[config.mk]
export PLATFORM = sky130hd
export DESIGN_NAME = ascii_integer_parser_top
export DESIGN_NICKNAME = d
export VERILOG_FILES = /design/src/aip_pkg.sv /design/src/aip_in_reg.sv /design/src/aip_decode.sv /design/src/aip_core.sv /design/src/ascii_integer_parser_top.sv
export SDC_FILE = /design/constraint.sdc
export NUM_CORES = 1
export LEC_CHECK = 0
export BUFFER_PORTS_ARGS = -buffer_cell sky130_fd_sc_hd__buf_2
export CORE_MARGIN = 2
export CORE_UTILIZATION = 27
export DETAILED_ROUTE_END_ITERATION = 16
export HOLD_SLACK_MARGIN = 0.1
export PLACE_DENSITY = 0.5
export SLEW_MARGIN = 20
export SYNTH_ARGS = -nofsm -noshare
export SYNTH_HDL_FRONTEND = slang
export SYNTH_HIERARCHICAL = 1
export SYNTH_SLANG_ARGS = --single-unit
[constraint.sdc]
create_clock -name clk -period 7.35 [get_ports clk]
set_input_delay 0 -clock clk [delete_from_list [all_inputs] [get_ports clk]]
set_output_delay 0 -clock clk [all_outputs]
set_load 0.005 [all_outputs]
[src/aip_pkg.sv]
// Shared widths, character codes and types for the ASCII integer parser.
package aip_pkg;

  localparam int NUM_W    = 64;
  localparam int OFFSET_W = 13;
  localparam int CHAR_W   = 8;
  localparam int RADIX_W  = 6;
  localparam int DIGIT_W  = 6;
  localparam int PROD_W   = NUM_W + RADIX_W;

  localparam int MAX_LENGTH_DEFAULT = 4096;
  localparam int OFFSET_MAX         = 8191;

  localparam logic [RADIX_W-1:0] RADIX_RESET   = 6'd10;
  localparam logic [RADIX_W-1:0] RADIX_DEFAULT = 6'd10;
  localparam logic [DIGIT_W-1:0] LETTER_BASE   = 6'd10;

  localparam logic [CHAR_W-1:0] CH_SPACE = 8'h20;
  localparam logic [CHAR_W-1:0] CH_TAB   = 8'h09;
  localparam logic [CHAR_W-1:0] CH_CR    = 8'h0D;
  localparam logic [CHAR_W-1:0] CH_MINUS = 8'h2D;
  localparam logic [CHAR_W-1:0] CH_PLUS  = 8'h2B;
  localparam logic [CHAR_W-1:0] CH_ZERO  = 8'h30;
  localparam logic [CHAR_W-1:0] CH_NINE  = 8'h39;
  localparam logic [CHAR_W-1:0] CH_UPA   = 8'h41;
  localparam logic [CHAR_W-1:0] CH_UPZ   = 8'h5A;
  localparam logic [CHAR_W-1:0] CH_LOWA  = 8'h61;
  localparam logic [CHAR_W-1:0] CH_LOWZ  = 8'h7A;

  typedef struct packed {
    logic               space;
    logic               sign;
    logic               minus;
    logic               digit;
    logic [DIGIT_W-1:0] value;
    logic [RADIX_W-1:0] base;
  } aip_dec_t;

endpackage

[src/aip_in_reg.sv]
// Input register stage that captures one character transaction.
module aip_in_reg (
  input  logic                       clk,
  input  logic                       rst,
  input  logic                       in_valid,
  output logic                       in_ready,
  input  logic [aip_pkg::CHAR_W-1:0] character,
  input  logic                       string_start,
  output logic                       item_valid,
  output logic [aip_pkg::CHAR_W-1:0] item_char,
  output logic                       item_start,
  input  logic                       item_take
);
  import aip_pkg::*;

  assign in_ready = !item_valid || item_take;

  always_ff @(posedge clk) begin
    if (rst) begin
      item_valid <= 1'b0;
    end else if (in_ready) begin
      item_valid <= in_valid;
    end
  end

  always_ff @(posedge clk) begin
    if (in_valid && in_ready) begin
      item_char  <= character;
      item_start <= string_start;
    end
  end

endmodule

[src/aip_decode.sv]
// Character classifier: whitespace, sign and digit value in the active radix.
module aip_decode (
  input  logic [aip_pkg::CHAR_W-1:0]  item_char,
  input  logic [aip_pkg::RADIX_W-1:0] radix,
  output aip_pkg::aip_dec_t           dec
);
  import aip_pkg::*;

  logic is_num;
  logic is_low;
  logic is_up;

  always_comb begin
    is_num = (item_char >= CH_ZERO) && (item_char <= CH_NINE);
    is_low = (item_char >= CH_LOWA) && (item_char <= CH_LOWZ);
    is_up  = (item_char >= CH_UPA) && (item_char <= CH_UPZ);

    dec.base  = (radix == '0) ? RADIX_DEFAULT : radix;
    dec.space = (item_char == CH_SPACE) || ((item_char >= CH_TAB) && (item_char <= CH_CR));
    dec.sign  = (item_char == CH_MINUS) || (item_char == CH_PLUS);
    dec.minus = (item_char == CH_MINUS);

    if (is_num) begin
      dec.value = DIGIT_W'(item_char - CH_ZERO);
    end else if (is_low) begin
      dec.value = DIGIT_W'(item_char - CH_LOWA) + LETTER_BASE;
    end else if (is_up) begin
      dec.value = DIGIT_W'(item_char - CH_UPA) + LETTER_BASE;
    end else begin
      dec.value = '0;
    end

    dec.digit = (is_num || is_low || is_up) && (dec.value < dec.base);
  end

endmodule

[src/aip_core.sv]
// Parse state, multiply-accumulate step and result register.
module aip_core #(
  parameter int MAX_LENGTH = aip_pkg::MAX_LENGTH_DEFAULT
) (
  input  logic                         clk,
  input  logic                         rst,
  input  logic                         item_valid,
  input  logic                         item_start,
  input  aip_pkg::aip_dec_t            dec,
  output logic                         item_take,
  output logic                         out_valid,
  input  logic                         out_ready,
  output logic [aip_pkg::NUM_W-1:0]    number,
  output logic [aip_pkg::OFFSET_W-1:0] end_offset,
  output logic                         overflowed
);
  import aip_pkg::*;

  localparam logic [OFFSET_W-1:0] POS_CAP =
    OFFSET_W'((MAX_LENGTH < OFFSET_MAX) ? MAX_LENGTH : OFFSET_MAX);

  typedef enum logic [1:0] {
    PH_DONE,
    PH_LEAD,
    PH_DIGITS
  } phase_t;

  phase_t              phase;
  phase_t              phase_next;
  logic [NUM_W-1:0]    acc;
  logic [NUM_W-1:0]    acc_next;
  logic                neg;
  logic                neg_next;
  logic [OFFSET_W-1:0] pos;
  logic [OFFSET_W-1:0] pos_next;
  logic                ovf;
  logic                ovf_next;
  logic                emit;
  logic                do_digit;

  phase_t              cur_phase;
  logic [NUM_W-1:0]    cur_acc;
  logic                cur_neg;
  logic [OFFSET_W-1:0] cur_pos;
  logic                cur_ovf;
  logic [OFFSET_W-1:0] pos_inc;
  logic [PROD_W-1:0]   mac;

  assign item_take = item_valid && (!out_valid || out_ready);

  always_comb begin
    cur_phase = item_start ? PH_LEAD : phase;
    cur_acc   = item_start ? '0 : acc;
    cur_neg   = item_start ? 1'b0 : neg;
    cur_pos   = item_start ? '0 : pos;
    cur_ovf   = item_start ? 1'b0 : ovf;
    pos_inc   = (cur_pos < POS_CAP) ? cur_pos + OFFSET_W'(1) : cur_pos;
    mac       = PROD_W'(cur_acc) * PROD_W'(dec.base) + PROD_W'(dec.value);

    phase_next = phase;
    acc_next   = acc;
    neg_next   = neg;
    pos_next   = pos;
    ovf_next   = ovf;
    emit       = 1'b0;
    do_digit   = 1'b0;

    if (item_take) begin
      phase_next = cur_phase;
      acc_next   = cur_acc;
      neg_next   = cur_neg;
      pos_next   = cur_pos;
      ovf_next   = cur_ovf;

      case (cur_phase)
        PH_LEAD: begin
          if (dec.space) begin
            pos_next = pos_inc;
          end else if (dec.sign) begin
            neg_next   = dec.minus;
            phase_next = PH_DIGITS;
            pos_next   = pos_inc;
          end else begin
            do_digit = 1'b1;
          end
        end
        PH_DIGITS: begin
          do_digit = 1'b1;
        end
        default: begin
        end
      endcase

      if (do_digit) begin
        if (dec.digit) begin
          acc_next   = mac[NUM_W-1:0];
          ovf_next   = cur_ovf || (mac[PROD_W-1:NUM_W] != '0);
          pos_next   = pos_inc;
          phase_next = PH_DIGITS;
        end else begin
          emit       = 1'b1;
          phase_next = PH_DONE;
        end
      end
    end
  end

  always_ff @(posedge clk) begin
    if (rst) begin
      phase     <= PH_DONE;
      acc       <= '0;
      neg       <= 1'b0;
      pos       <= '0;
      ovf       <= 1'b0;
      out_valid <= 1'b0;
    end else begin
      phase <= phase_next;
      acc   <= acc_next;
      neg   <= neg_next;
      pos   <= pos_next;
      ovf   <= ovf_next;
      if (emit) begin
        out_valid  <= 1'b1;
        number     <= cur_neg ? (NUM_W'(0) - cur_acc) : cur_acc;
        end_offset <= cur_pos;
        overflowed <= cur_ovf;
      end else if (out_ready) begin
        out_valid <= 1'b0;
      end
    end
  end

  a_lead_clean: assert property (@(posedge clk) disable iff (rst)
    (phase == PH_LEAD) |-> (acc == '0 && !neg && !ovf))
    else $error("Lead phase holds stale accumulation state.");

  a_emit_done: assert property (@(posedge clk) disable iff (rst)
    emit |=> (phase == PH_DONE && out_valid))
    else $error("Result was not registered or parse did not finish.");

  a_no_overwrite: assert property (@(posedge clk) disable iff (rst)
    (out_valid && !out_ready) |-> !item_take)
    else $error("Item taken while a result waits.");

  a_offset_cap: assert property (@(posedge clk) disable iff (rst)
    out_valid |-> (end_offset <= POS_CAP))
    else $error("End offset above its cap.");

endmodule

[src/ascii_integer_parser_top.sv]
// Top level of the ASCII integer parser with its radix register.
//
//   Channel   Handshake             Payload
//   input     in_valid / in_ready   character, string_start
//   output    out_valid / out_ready number, end_offset, overflowed
//   config    cfg_we                cfg_wdata (radix)
//
// One character per cycle is taken while no result waits; a result is registered when its
// terminating character leaves the input register. The accumulator update is one 64 by 6
// multiply-add per cycle, which sets the path between the input register and
// the state. Reset clears the parse state and sets the radix to 10. While a result
// waits, one further character can enter the input register; after that the input
// stalls until the result is taken.
module ascii_integer_parser_top #(
  parameter int MAX_LENGTH = aip_pkg::MAX_LENGTH_DEFAULT
) (
  input  logic                          clk,
  input  logic                          rst,
  input  logic                          in_valid,
  output logic                          in_ready,
  input  logic [aip_pkg::CHAR_W-1:0]    character,
  input  logic                          string_start,
  output logic                          out_valid,
  input  logic                          out_ready,
  output logic [aip_pkg::NUM_W-1:0]     number,
  output logic [aip_pkg::OFFSET_W-1:0]  end_offset,
  output logic                          overflowed,
  input  logic                          cfg_we,
  input  logic [aip_pkg::RADIX_W-1:0]   cfg_wdata
);
  import aip_pkg::*;

  logic [RADIX_W-1:0] radix;
  logic               item_valid;
  logic [CHAR_W-1:0]  item_char;
  logic               item_start;
  logic               item_take;
  aip_dec_t           dec;

  always_ff @(posedge clk) begin
    if (rst) begin
      radix <= RADIX_RESET;
    end else if (cfg_we) begin
      radix <= cfg_wdata;
    end
  end

  aip_in_reg u_in_reg (
    .clk          (clk),
    .rst          (rst),
    .in_valid     (in_valid),
    .in_ready     (in_ready),
    .character    (character),
    .string_start (string_start),
    .item_valid   (item_valid),
    .item_char    (item_char),
    .item_start   (item_start),
    .item_take    (item_take)
  );

  aip_decode u_decode (
    .item_char (item_char),
    .radix     (radix),
    .dec       (dec)
  );

  aip_core #(
    .MAX_LENGTH (MAX_LENGTH)
  ) u_core (
    .clk        (clk),
    .rst        (rst),
    .item_valid (item_valid),
    .item_start (item_start),
    .dec        (dec),
    .item_take  (item_take),
    .out_valid  (out_valid),
    .out_ready  (out_ready),
    .number     (number),
    .end_offset (end_offset),
    .overflowed (overflowed)
  );

endmodule
==> impl_metrics.env, run 1 <==
export IMPL_status="complete, no violations"
export IMPL_drt_first_iter_violations=941
export IMPL_post_synth_and_or_nand_nor_area_fraction_pct=23.4
export IMPL_yosys_most_used_dff="sky130_fd_sc_hd__dfxtp_1"
export IMPL_finalPower_mw=2.25
export IMPL_row_count=103
export IMPL_min_delay_path_depth=2
export IMPL_number_of_warnings_issued_by_yosys=6
export IMPL_portBuffers=99
export IMPL_synthTopCellsByCount="sky130_fd_sc_hd__and2_1, sky130_fd_sc_hd__fa_1, sky130_fd_sc_hd__nor2_1, sky130_fd_sc_hd__ha_1, sky130_fd_sc_hd__clkbuf_1"
export IMPL_grt_pass1_wl_um=104000
export IMPL_min_period_over_period_pct=94.5
export IMPL_layout_cell_area_non_filler_um2=24000
export IMPL_vias_in_the_first_global_route=18000
export IMPL_routed_via_count=17100
export IMPL_finalNetCount=2785
export IMPL_top_level_ports=100
export IMPL_cts_max_level=4
export IMPL_post_synth_mux_area_share_pct=0.519
export IMPL_post_route_drc_count=0
export IMPL_worst_ir_drop_vdd_mv=0.148
export IMPL_min_period_ps=6950
export IMPL_synth_top_family_by_area="adder cells"
export IMPL_vias_per_cell=5.02
export IMPL_critical_path_slowest_cell="sky130_fd_sc_hd__fa_1"
export IMPL_worstRegToRegCells=24
export IMPL_tritoncts="yes"
export IMPL_fillerInstances=8246
export IMPL_synth_net_count=2793
export IMPL_die_area_um2=82700
export IMPL_grt_antenna_before_repair=0
export IMPL_routed_wire_length_per_instance_um=18.7
export IMPL_dpl_hpwl_um=48200
export IMPL_synth_area_leaders="sky130_fd_sc_hd__fa_1, sky130_fd_sc_hd__edfxtp_1, sky130_fd_sc_hd__and2_1, sky130_fd_sc_hd__ha_1, sky130_fd_sc_hd__dfxtp_1"
export IMPL_timing_max_slew_rel_slack_pct=33.9
export IMPL_detailed_place_area_um2=23100
export IMPL_adder_cell_share_of_the_synthesized_area_pct=32.7
export IMPL_setup_worst_path_end_class="register"
export IMPL_synthDistinctLibCells=96
export IMPL_start_kind="register"
export IMPL_tritoncts_num_buffers=17
export IMPL_list_of_cells_traversed_by_the_critical_path="or4_1 -> nor2_1 -> or2_2 -> nor2b_4 -> nand2_1 -> fa_1 -> fa_1 -> inv_1 -> fa_1 -> inv_1 -> fa_1 -> inv_1 -> ha_1 -> o21ai_0 -> o21bai_1 -> a21oi_1 -> o311ai_4 -> a41o_2 -> nor4b_4 -> o211a_1 -> nor2_1 -> mux2_1 -> and4b_1 -> a31oi_1"
export IMPL_grt_start_max_net_pins=63
export IMPL_syn_area_um2=21700
export IMPL_synth_async_sr_flop_share_pct=0
export IMPL_synth_compound_area_share_pct=13.4
export IMPL_synth_seq_area_share_pct=20.2
export IMPL_hold_path_class="in -> reg"
export IMPL_clock_tree_root_cell="sky130_fd_sc_hd__clkbuf_16"
export IMPL_hold_viol=0
export IMPL_setup_repair_after_global_routing_missed_its_margin="false"
export IMPL_upper_clock_frequency_limit_mhz=144
export IMPL_finalCoreUtilization_pct=30.3
export IMPL_global_route_usage_total_pct=15.9
export IMPL_gr_total_overflow=0
export IMPL_synth_xor_xnor_area_share_pct=5.12
export IMPL_pin_slew_with_the_least_headroom_to_its_limit_ps=992
export IMPL_worst_endpoint_arrival_ps=7370
export IMPL_post_synth_top_count_cell="sky130_fd_sc_hd__and2_1"
export IMPL_post_synthesis_to_final_layout_area_growth_pct=10.7
export IMPL_cap_violations=0
export IMPL_clkSlewWorstSetupHoldPaths_ps=90
export IMPL_synth_enable_flop_cells=87
export IMPL_max_clock_path_buffers=2
export IMPL_drv_slew=0
export IMPL_globalplace_congestion=0.901
export IMPL_syn_avg_cell_area_um2=9.21
export IMPL_power_leakage_nw=11.5
export IMPL_cp_slowest_stage_delay_ps=550
export IMPL_antennaDiodeCount=0
export IMPL_clk_insertion_delay_late_ps=500
export IMPL_synth_seq_cells=176
export IMPL_final_layout_size_suffix_gt1_share_pct=9.02
export IMPL_timing_setup_tns_ps=0
export IMPL_route_antenna_remaining_nets=0
export IMPL_synth_top_area_share_pct=23.2
export IMPL_critPathRequiredTime_ps=7780
export IMPL_routed_wl_um=63800
export IMPL_powerDensity_nw_per_um2=93.6
export IMPL_detail_route_first_pass_iterations=5
export IMPL_finalSetupViolations=0
export IMPL_synthCells=2357
export IMPL_worstSetupPathType="reg -> reg"
export IMPL_initial_utilization_pct=27.4
export IMPL_cts_num_sinks=176
export IMPL_die_height_um=288
export IMPL_synth_top_cell_by_area="sky130_fd_sc_hd__fa_1"
export IMPL_core_area_um2=79300
export IMPL_timing_critical_path_fanout_max=10
export IMPL_worst_path_most_repeated_cell="sky130_fd_sc_hd__fa_1"
export IMPL_chip_width_um=288
export IMPL_clock_skew_ps=23.7
-- cell families (layout without fill, tap and decap cells) --
kind of cell,count (synthesis),after routing
AOI/OAI and AO/OA,428,428
xor gates and xnor gates,127,127
adders and majority gates,416,416
buffers and inverters,260,265
DFF,176,176
muxes,11,11
and+or+nand+nor,939,939
-- sequential cells by signal, indices dropped and copies added (netlist names) --
| register | cells |
|---|---|
| u_in_reg/item_valid | 1 |
| radix | 6 |
| u_core/end_offset | 13 |
| u_core/acc | 64 |
| u_core/neg | 1 |
| u_in_reg/item_char | 8 |
| u_core/overflowed | 1 |
| u_core/number | 64 |
| u_core/pos | 13 |
| u_core/ovf | 1 |
| u_core/phase | 2 |
| u_core/out_valid | 1 |
| u_in_reg/item_start | 1 |
-- metal layers --
metal | GRT usage (%) | up-vias | routed length, um
li1 | - | 7971 | -
met4 | 4.39 | 0 | 1270
met5 | 0 | - | 0
met2 | 27.0 | 410 | 31200
met1 | 21.2 | 8696 | 28600
met3 | 2.21 | 61 | 2730
-- path summary, 6_finish.rpt --
| kind | endpoint | start | slack (ps) |
|---|---|---|---|
| worst max register to register | u_core/ovf | radix[2] | 400 |
| worst max-delay path | u_core/ovf | radix[2] | 400 |
| worst min-delay path | u_in_reg/item_char[7] | character[7] | 230 |
| worst min register to register | u_core/phase[1] | u_core/phase[1] | 460 |
-- critical path, delay by kind of cell (launching register included) --
kind | cells | cell delay (ps)
multiplexers | 1 | 320
AND/OR/NAND/NOR | 8 | 1900
flip-flops | 1 | 330
adder cells (fa/ha/maj) | 5 | 2400
buffers and inverters | 3 | 160
AO/OA/AOI/OAI | 7 | 1790
-- stage by stage --
stage               std cells  hold WS, ps  worst slack (ps)
detailed placement       3354          180               280
global placement         3354          179               346
finish                   3412          228               403
floorplan                2357         62.4               347
global route             3412          215              6.25
CTS                      3410          192               255
-- area by class of cell --
class	count	area, um^2	share of cell area [%]
Clock buffer	17	425	1.77
Tap cell	1050	1310	5.47
Timing Repair Buffer	155	1020	4.23
Sequential cell	176	4400	18.3
Clock inverter	15	209	0.870
Inverter	78	293	1.22
Multi-Input combinational cell	1921	16400	68.2
-- where the power goes --
group	internal, mW	switching, mW
Clock	0.469	0.515
Sequential	1.03	0.0115
Combinational	0.0673	0.153
-- repair_timing --
action | 4_1_cts | 5_1_grt
endpoints found under the hold margin | 58 | 0
hold buffers | 24 | 0
gates resized for setup | 0 | 2
buffers inserted | 0 | 2
setup endpoints to repair | 0 | 6
-- placed cells by master, fill, tap and decap left out, types with 26 or more instances in the layout --
master and count:
sky130_fd_sc_hd__xnor2_1 49, sky130_fd_sc_hd__nand4_1 26, sky130_fd_sc_hd__o21ai_0 68, sky130_fd_sc_hd__nand2_1 131, sky130_fd_sc_hd__edfxtp_1 87, sky130_fd_sc_hd__buf_2 98, sky130_fd_sc_hd__a21oi_1 107, sky130_fd_sc_hd__inv_1 77
sky130_fd_sc_hd__nor2b_1 32, sky130_fd_sc_hd__dfxtp_1 88, sky130_fd_sc_hd__buf_4 30, sky130_fd_sc_hd__nor2_1 208, sky130_fd_sc_hd__nor3_1 31, sky130_fd_sc_hd__nand3_1 32, sky130_fd_sc_hd__fa_1 252, sky130_fd_sc_hd__xor2_1 78
sky130_fd_sc_hd__o31ai_1 26, sky130_fd_sc_hd__a22oi_1 52, sky130_fd_sc_hd__ha_1 164, sky130_fd_sc_hd__a21o_1 39, sky130_fd_sc_hd__and2_1 372
Note: power is estimated with default switching activity, not from simulation.
==> run 2, diff against run 1 <==
--- a/config.mk
+++ b/config.mk
@@ -11,6 +11,7 @@
 export DETAILED_ROUTE_END_ITERATION = 16
 export HOLD_SLACK_MARGIN = 0.1
 export PLACE_DENSITY = 0.5
+export RECOVER_POWER = 100
 export SLEW_MARGIN = 20
 export SYNTH_ARGS = -nofsm -noshare
 export SYNTH_HDL_FRONTEND = slang
==> run 2 against run 1 <==
Compared with the run above:
- the run now ends with capacitance limit, slew limit left
- clock power about the same
- non-clock buffer count unchanged
- wire length increased by 0.11%
- global-route usage unchanged
- hold slack improved by 1.8 ps
- critical path type unchanged
- register-to-register slack about the same
- via count decreased by 0.22%
- total power decreased by 0.33%
- largest power group unchanged
==> impl_metrics.env, run 2 (synthesis results as in run 1) <==
export IMPL_clk_insertion_delay_late_ps=500
export IMPL_power_leakage_nw=11.3
export IMPL_dpl_hpwl_um=48200
export IMPL_grt_pass1_wl_um=104000
export IMPL_detail_route_first_pass_iterations=5
export IMPL_vias_per_cell=5.01
export IMPL_upper_clock_frequency_limit_mhz=144
export IMPL_drt_first_iter_violations=897
export IMPL_post_synthesis_to_final_layout_area_growth_pct=9.87
export IMPL_final_common_cell="sky130_fd_sc_hd__and2_1"
export IMPL_timing_critical_path_fanout_max=10
export IMPL_die_area_um2=82700
export IMPL_worst_endpoint_arrival_ps=7370
export IMPL_setup_worst_path_end_class="register"
export IMPL_worstHoldEndpoint="u_in_reg/item_char[7]"
export IMPL_final_layout_size_suffix_gt1_share_pct=6.10
export IMPL_finalNetCount=2785
export IMPL_clkSlewWorstSetupHoldPaths_ps=100
export IMPL_setup_repair_after_global_routing_missed_its_margin="false"
export IMPL_core_area_um2=79300
export IMPL_tritoncts="yes"
export IMPL_timing_max_slew_rel_slack_pct=-105
export IMPL_portBuffers=99
export IMPL_cts_num_sinks=176
export IMPL_min_period_over_period_pct=94.5
export IMPL_route_antenna_remaining_nets=0
export IMPL_routed_wire_length_per_instance_um=18.7
export IMPL_vias_in_the_first_global_route=18000
export IMPL_hold_viol=0
export IMPL_routed_wl_um=63900
export IMPL_powerDensity_nw_per_um2=94.0
export IMPL_min_period_ps=6950
export IMPL_timing_hold_ws_ps=230
export IMPL_grt_start_max_net_pins=63
export IMPL_global_route_usage_total_pct=15.9
export IMPL_row_count=103
export IMPL_reg_largest_list="u_core/acc: 64 flops, u_core/number: 64 flops"
export IMPL_critPathRequiredTime_ps=7780
export IMPL_drv_slew=172
export IMPL_status="finished with violations"
export IMPL_layout_common_cells="sky130_fd_sc_hd__and2_1, sky130_fd_sc_hd__fa_1, sky130_fd_sc_hd__nor2_1, sky130_fd_sc_hd__ha_1, sky130_fd_sc_hd__nand2_1"
export IMPL_postLayoutSetupSlackWorst_ps=403
export IMPL_register_to_register_setup_slack_ps=400
export IMPL_finalSetupViolations=0
export IMPL_finalPower_mw=2.24
export IMPL_grt_antenna_before_repair=0
export IMPL_routed_via_count=17100
export IMPL_tritoncts_num_buffers=17
export IMPL_antennaDiodeCount=0
export IMPL_finalCoreUtilization_pct=30.1
export IMPL_chip_width_um=288
export IMPL_worstRegToRegCells=24
export IMPL_worstSetupPathType="reg -> reg"
export IMPL_cap_violations=4
export IMPL_gr_total_overflow=0
export IMPL_regToRegStartpoint="radix[2]"
export IMPL_top_level_ports=100
export IMPL_die_height_um=288
export IMPL_worstReg2RegEnd="u_core/ovf"
export IMPL_violations="capacitance limit, slew limit"
export IMPL_timing_setup_tns_ps=0
export IMPL_max_clock_path_buffers=2
export IMPL_worst_ir_drop_vdd_mv=0.146
export IMPL_initial_utilization_pct=27.4
export IMPL_globalplace_congestion=0.901
export IMPL_cts_max_level=4
export IMPL_pin_slew_with_the_least_headroom_to_its_limit_ps=3070
export IMPL_post_route_drc_count=0
export IMPL_hold_path_class="in -> reg"
export IMPL_clock_tree_root_cell="sky130_fd_sc_hd__clkbuf_16"
export IMPL_min_delay_path_depth=2
export IMPL_place_worst_setup_slack_ps=280
export IMPL_min_delay_start="character[7]"
export IMPL_clock_skew_ps=24.6
export IMPL_start_kind="register"
run 2: cell type report:
cell class,count,area [um^2]
Sequential cell,176,4400
Tap cell,1050,1310
Timing Repair Buffer,155,928
Inverter,78,293
Fill cell,8301,55400
Multi-Input combinational cell,1921,16300
Clock buffer,17,425
Clock inverter,15,209
run 2: critical path: stages (launching register included):
cell and delay (ps):
sky130_fd_sc_hd__dfxtp_1 330, sky130_fd_sc_hd__or4_1 520, sky130_fd_sc_hd__nor2_1 90, sky130_fd_sc_hd__or2_2 190
sky130_fd_sc_hd__nor2b_4 340, sky130_fd_sc_hd__nand2_1 120, sky130_fd_sc_hd__fa_1 480, sky130_fd_sc_hd__fa_1 550
sky130_fd_sc_hd__inv_1 70, sky130_fd_sc_hd__fa_1 540, sky130_fd_sc_hd__inv_1 50, sky130_fd_sc_hd__fa_1 490
sky130_fd_sc_hd__inv_1 40, sky130_fd_sc_hd__ha_1 340, sky130_fd_sc_hd__o21ai_0 120, sky130_fd_sc_hd__o21bai_1 300
sky130_fd_sc_hd__a21oi_1 240, sky130_fd_sc_hd__o311ai_4 360, sky130_fd_sc_hd__a41o_2 340, sky130_fd_sc_hd__nor4b_4 390
sky130_fd_sc_hd__o211a_1 250, sky130_fd_sc_hd__nor2_1 60, sky130_fd_sc_hd__mux2_1 320, sky130_fd_sc_hd__and4b_1 190
sky130_fd_sc_hd__a31oi_1 170
run 2: routing by layer:
layer	track usage [%]	share of wire, %	vias up
li1	-	-	7969
met1	21.2	45	8686
met2	27.0	49	381
met3	2.21	3.7	65
met4	4.39	2.0	0
met5	0	0	-
run 2: power by group:
| group | switching, mW | internal [mW] | total, mW |
|---|---|---|---|
| logic | 0.151 | 0.0636 | 0.214 |
| clock network | 0.513 | 0.469 | 0.982 |
| registers | 0.0113 | 1.03 | 1.05 |
run 2: worst max path at each step:
stage	end	cells after the start	slack, ps	start
2_1_floorplan	u_core/end_offset[0]	14	350	u_in_reg/item_char[0]
3_3_place_gp	u_core/ovf	22	350	radix[0]
3_5_place_dp	u_core/ovf	23	280	radix[0]
4_1_cts	u_core/ovf	23	250	radix[2]
5_1_grt	u_core/ovf	22	6	radix[2]
6_report	u_core/ovf	24	400	radix[2]
run 2: timing repair:
action / 4_1_cts / 5_1_grt
setup endpoints to repair: 0 / 6
gates resized for setup: 0 / 2
hold endpoints to repair: 58 / 0
hold buffers: 24 / 0
buffers inserted: 0 / 2
run 2: stage by stage:
| stage | instances | area, um^2 |
|---|---|---|
| 2_1_floorplan | 2357 | 21700 |
| 3_3_place_gp | 3354 | 23100 |
| 4_1_cts | 3410 | 24000 |
| 3_5_place_dp | 3354 | 23100 |
| 5_1_grt | 3412 | 23900 |
| 6_report | 3412 | 23900 |
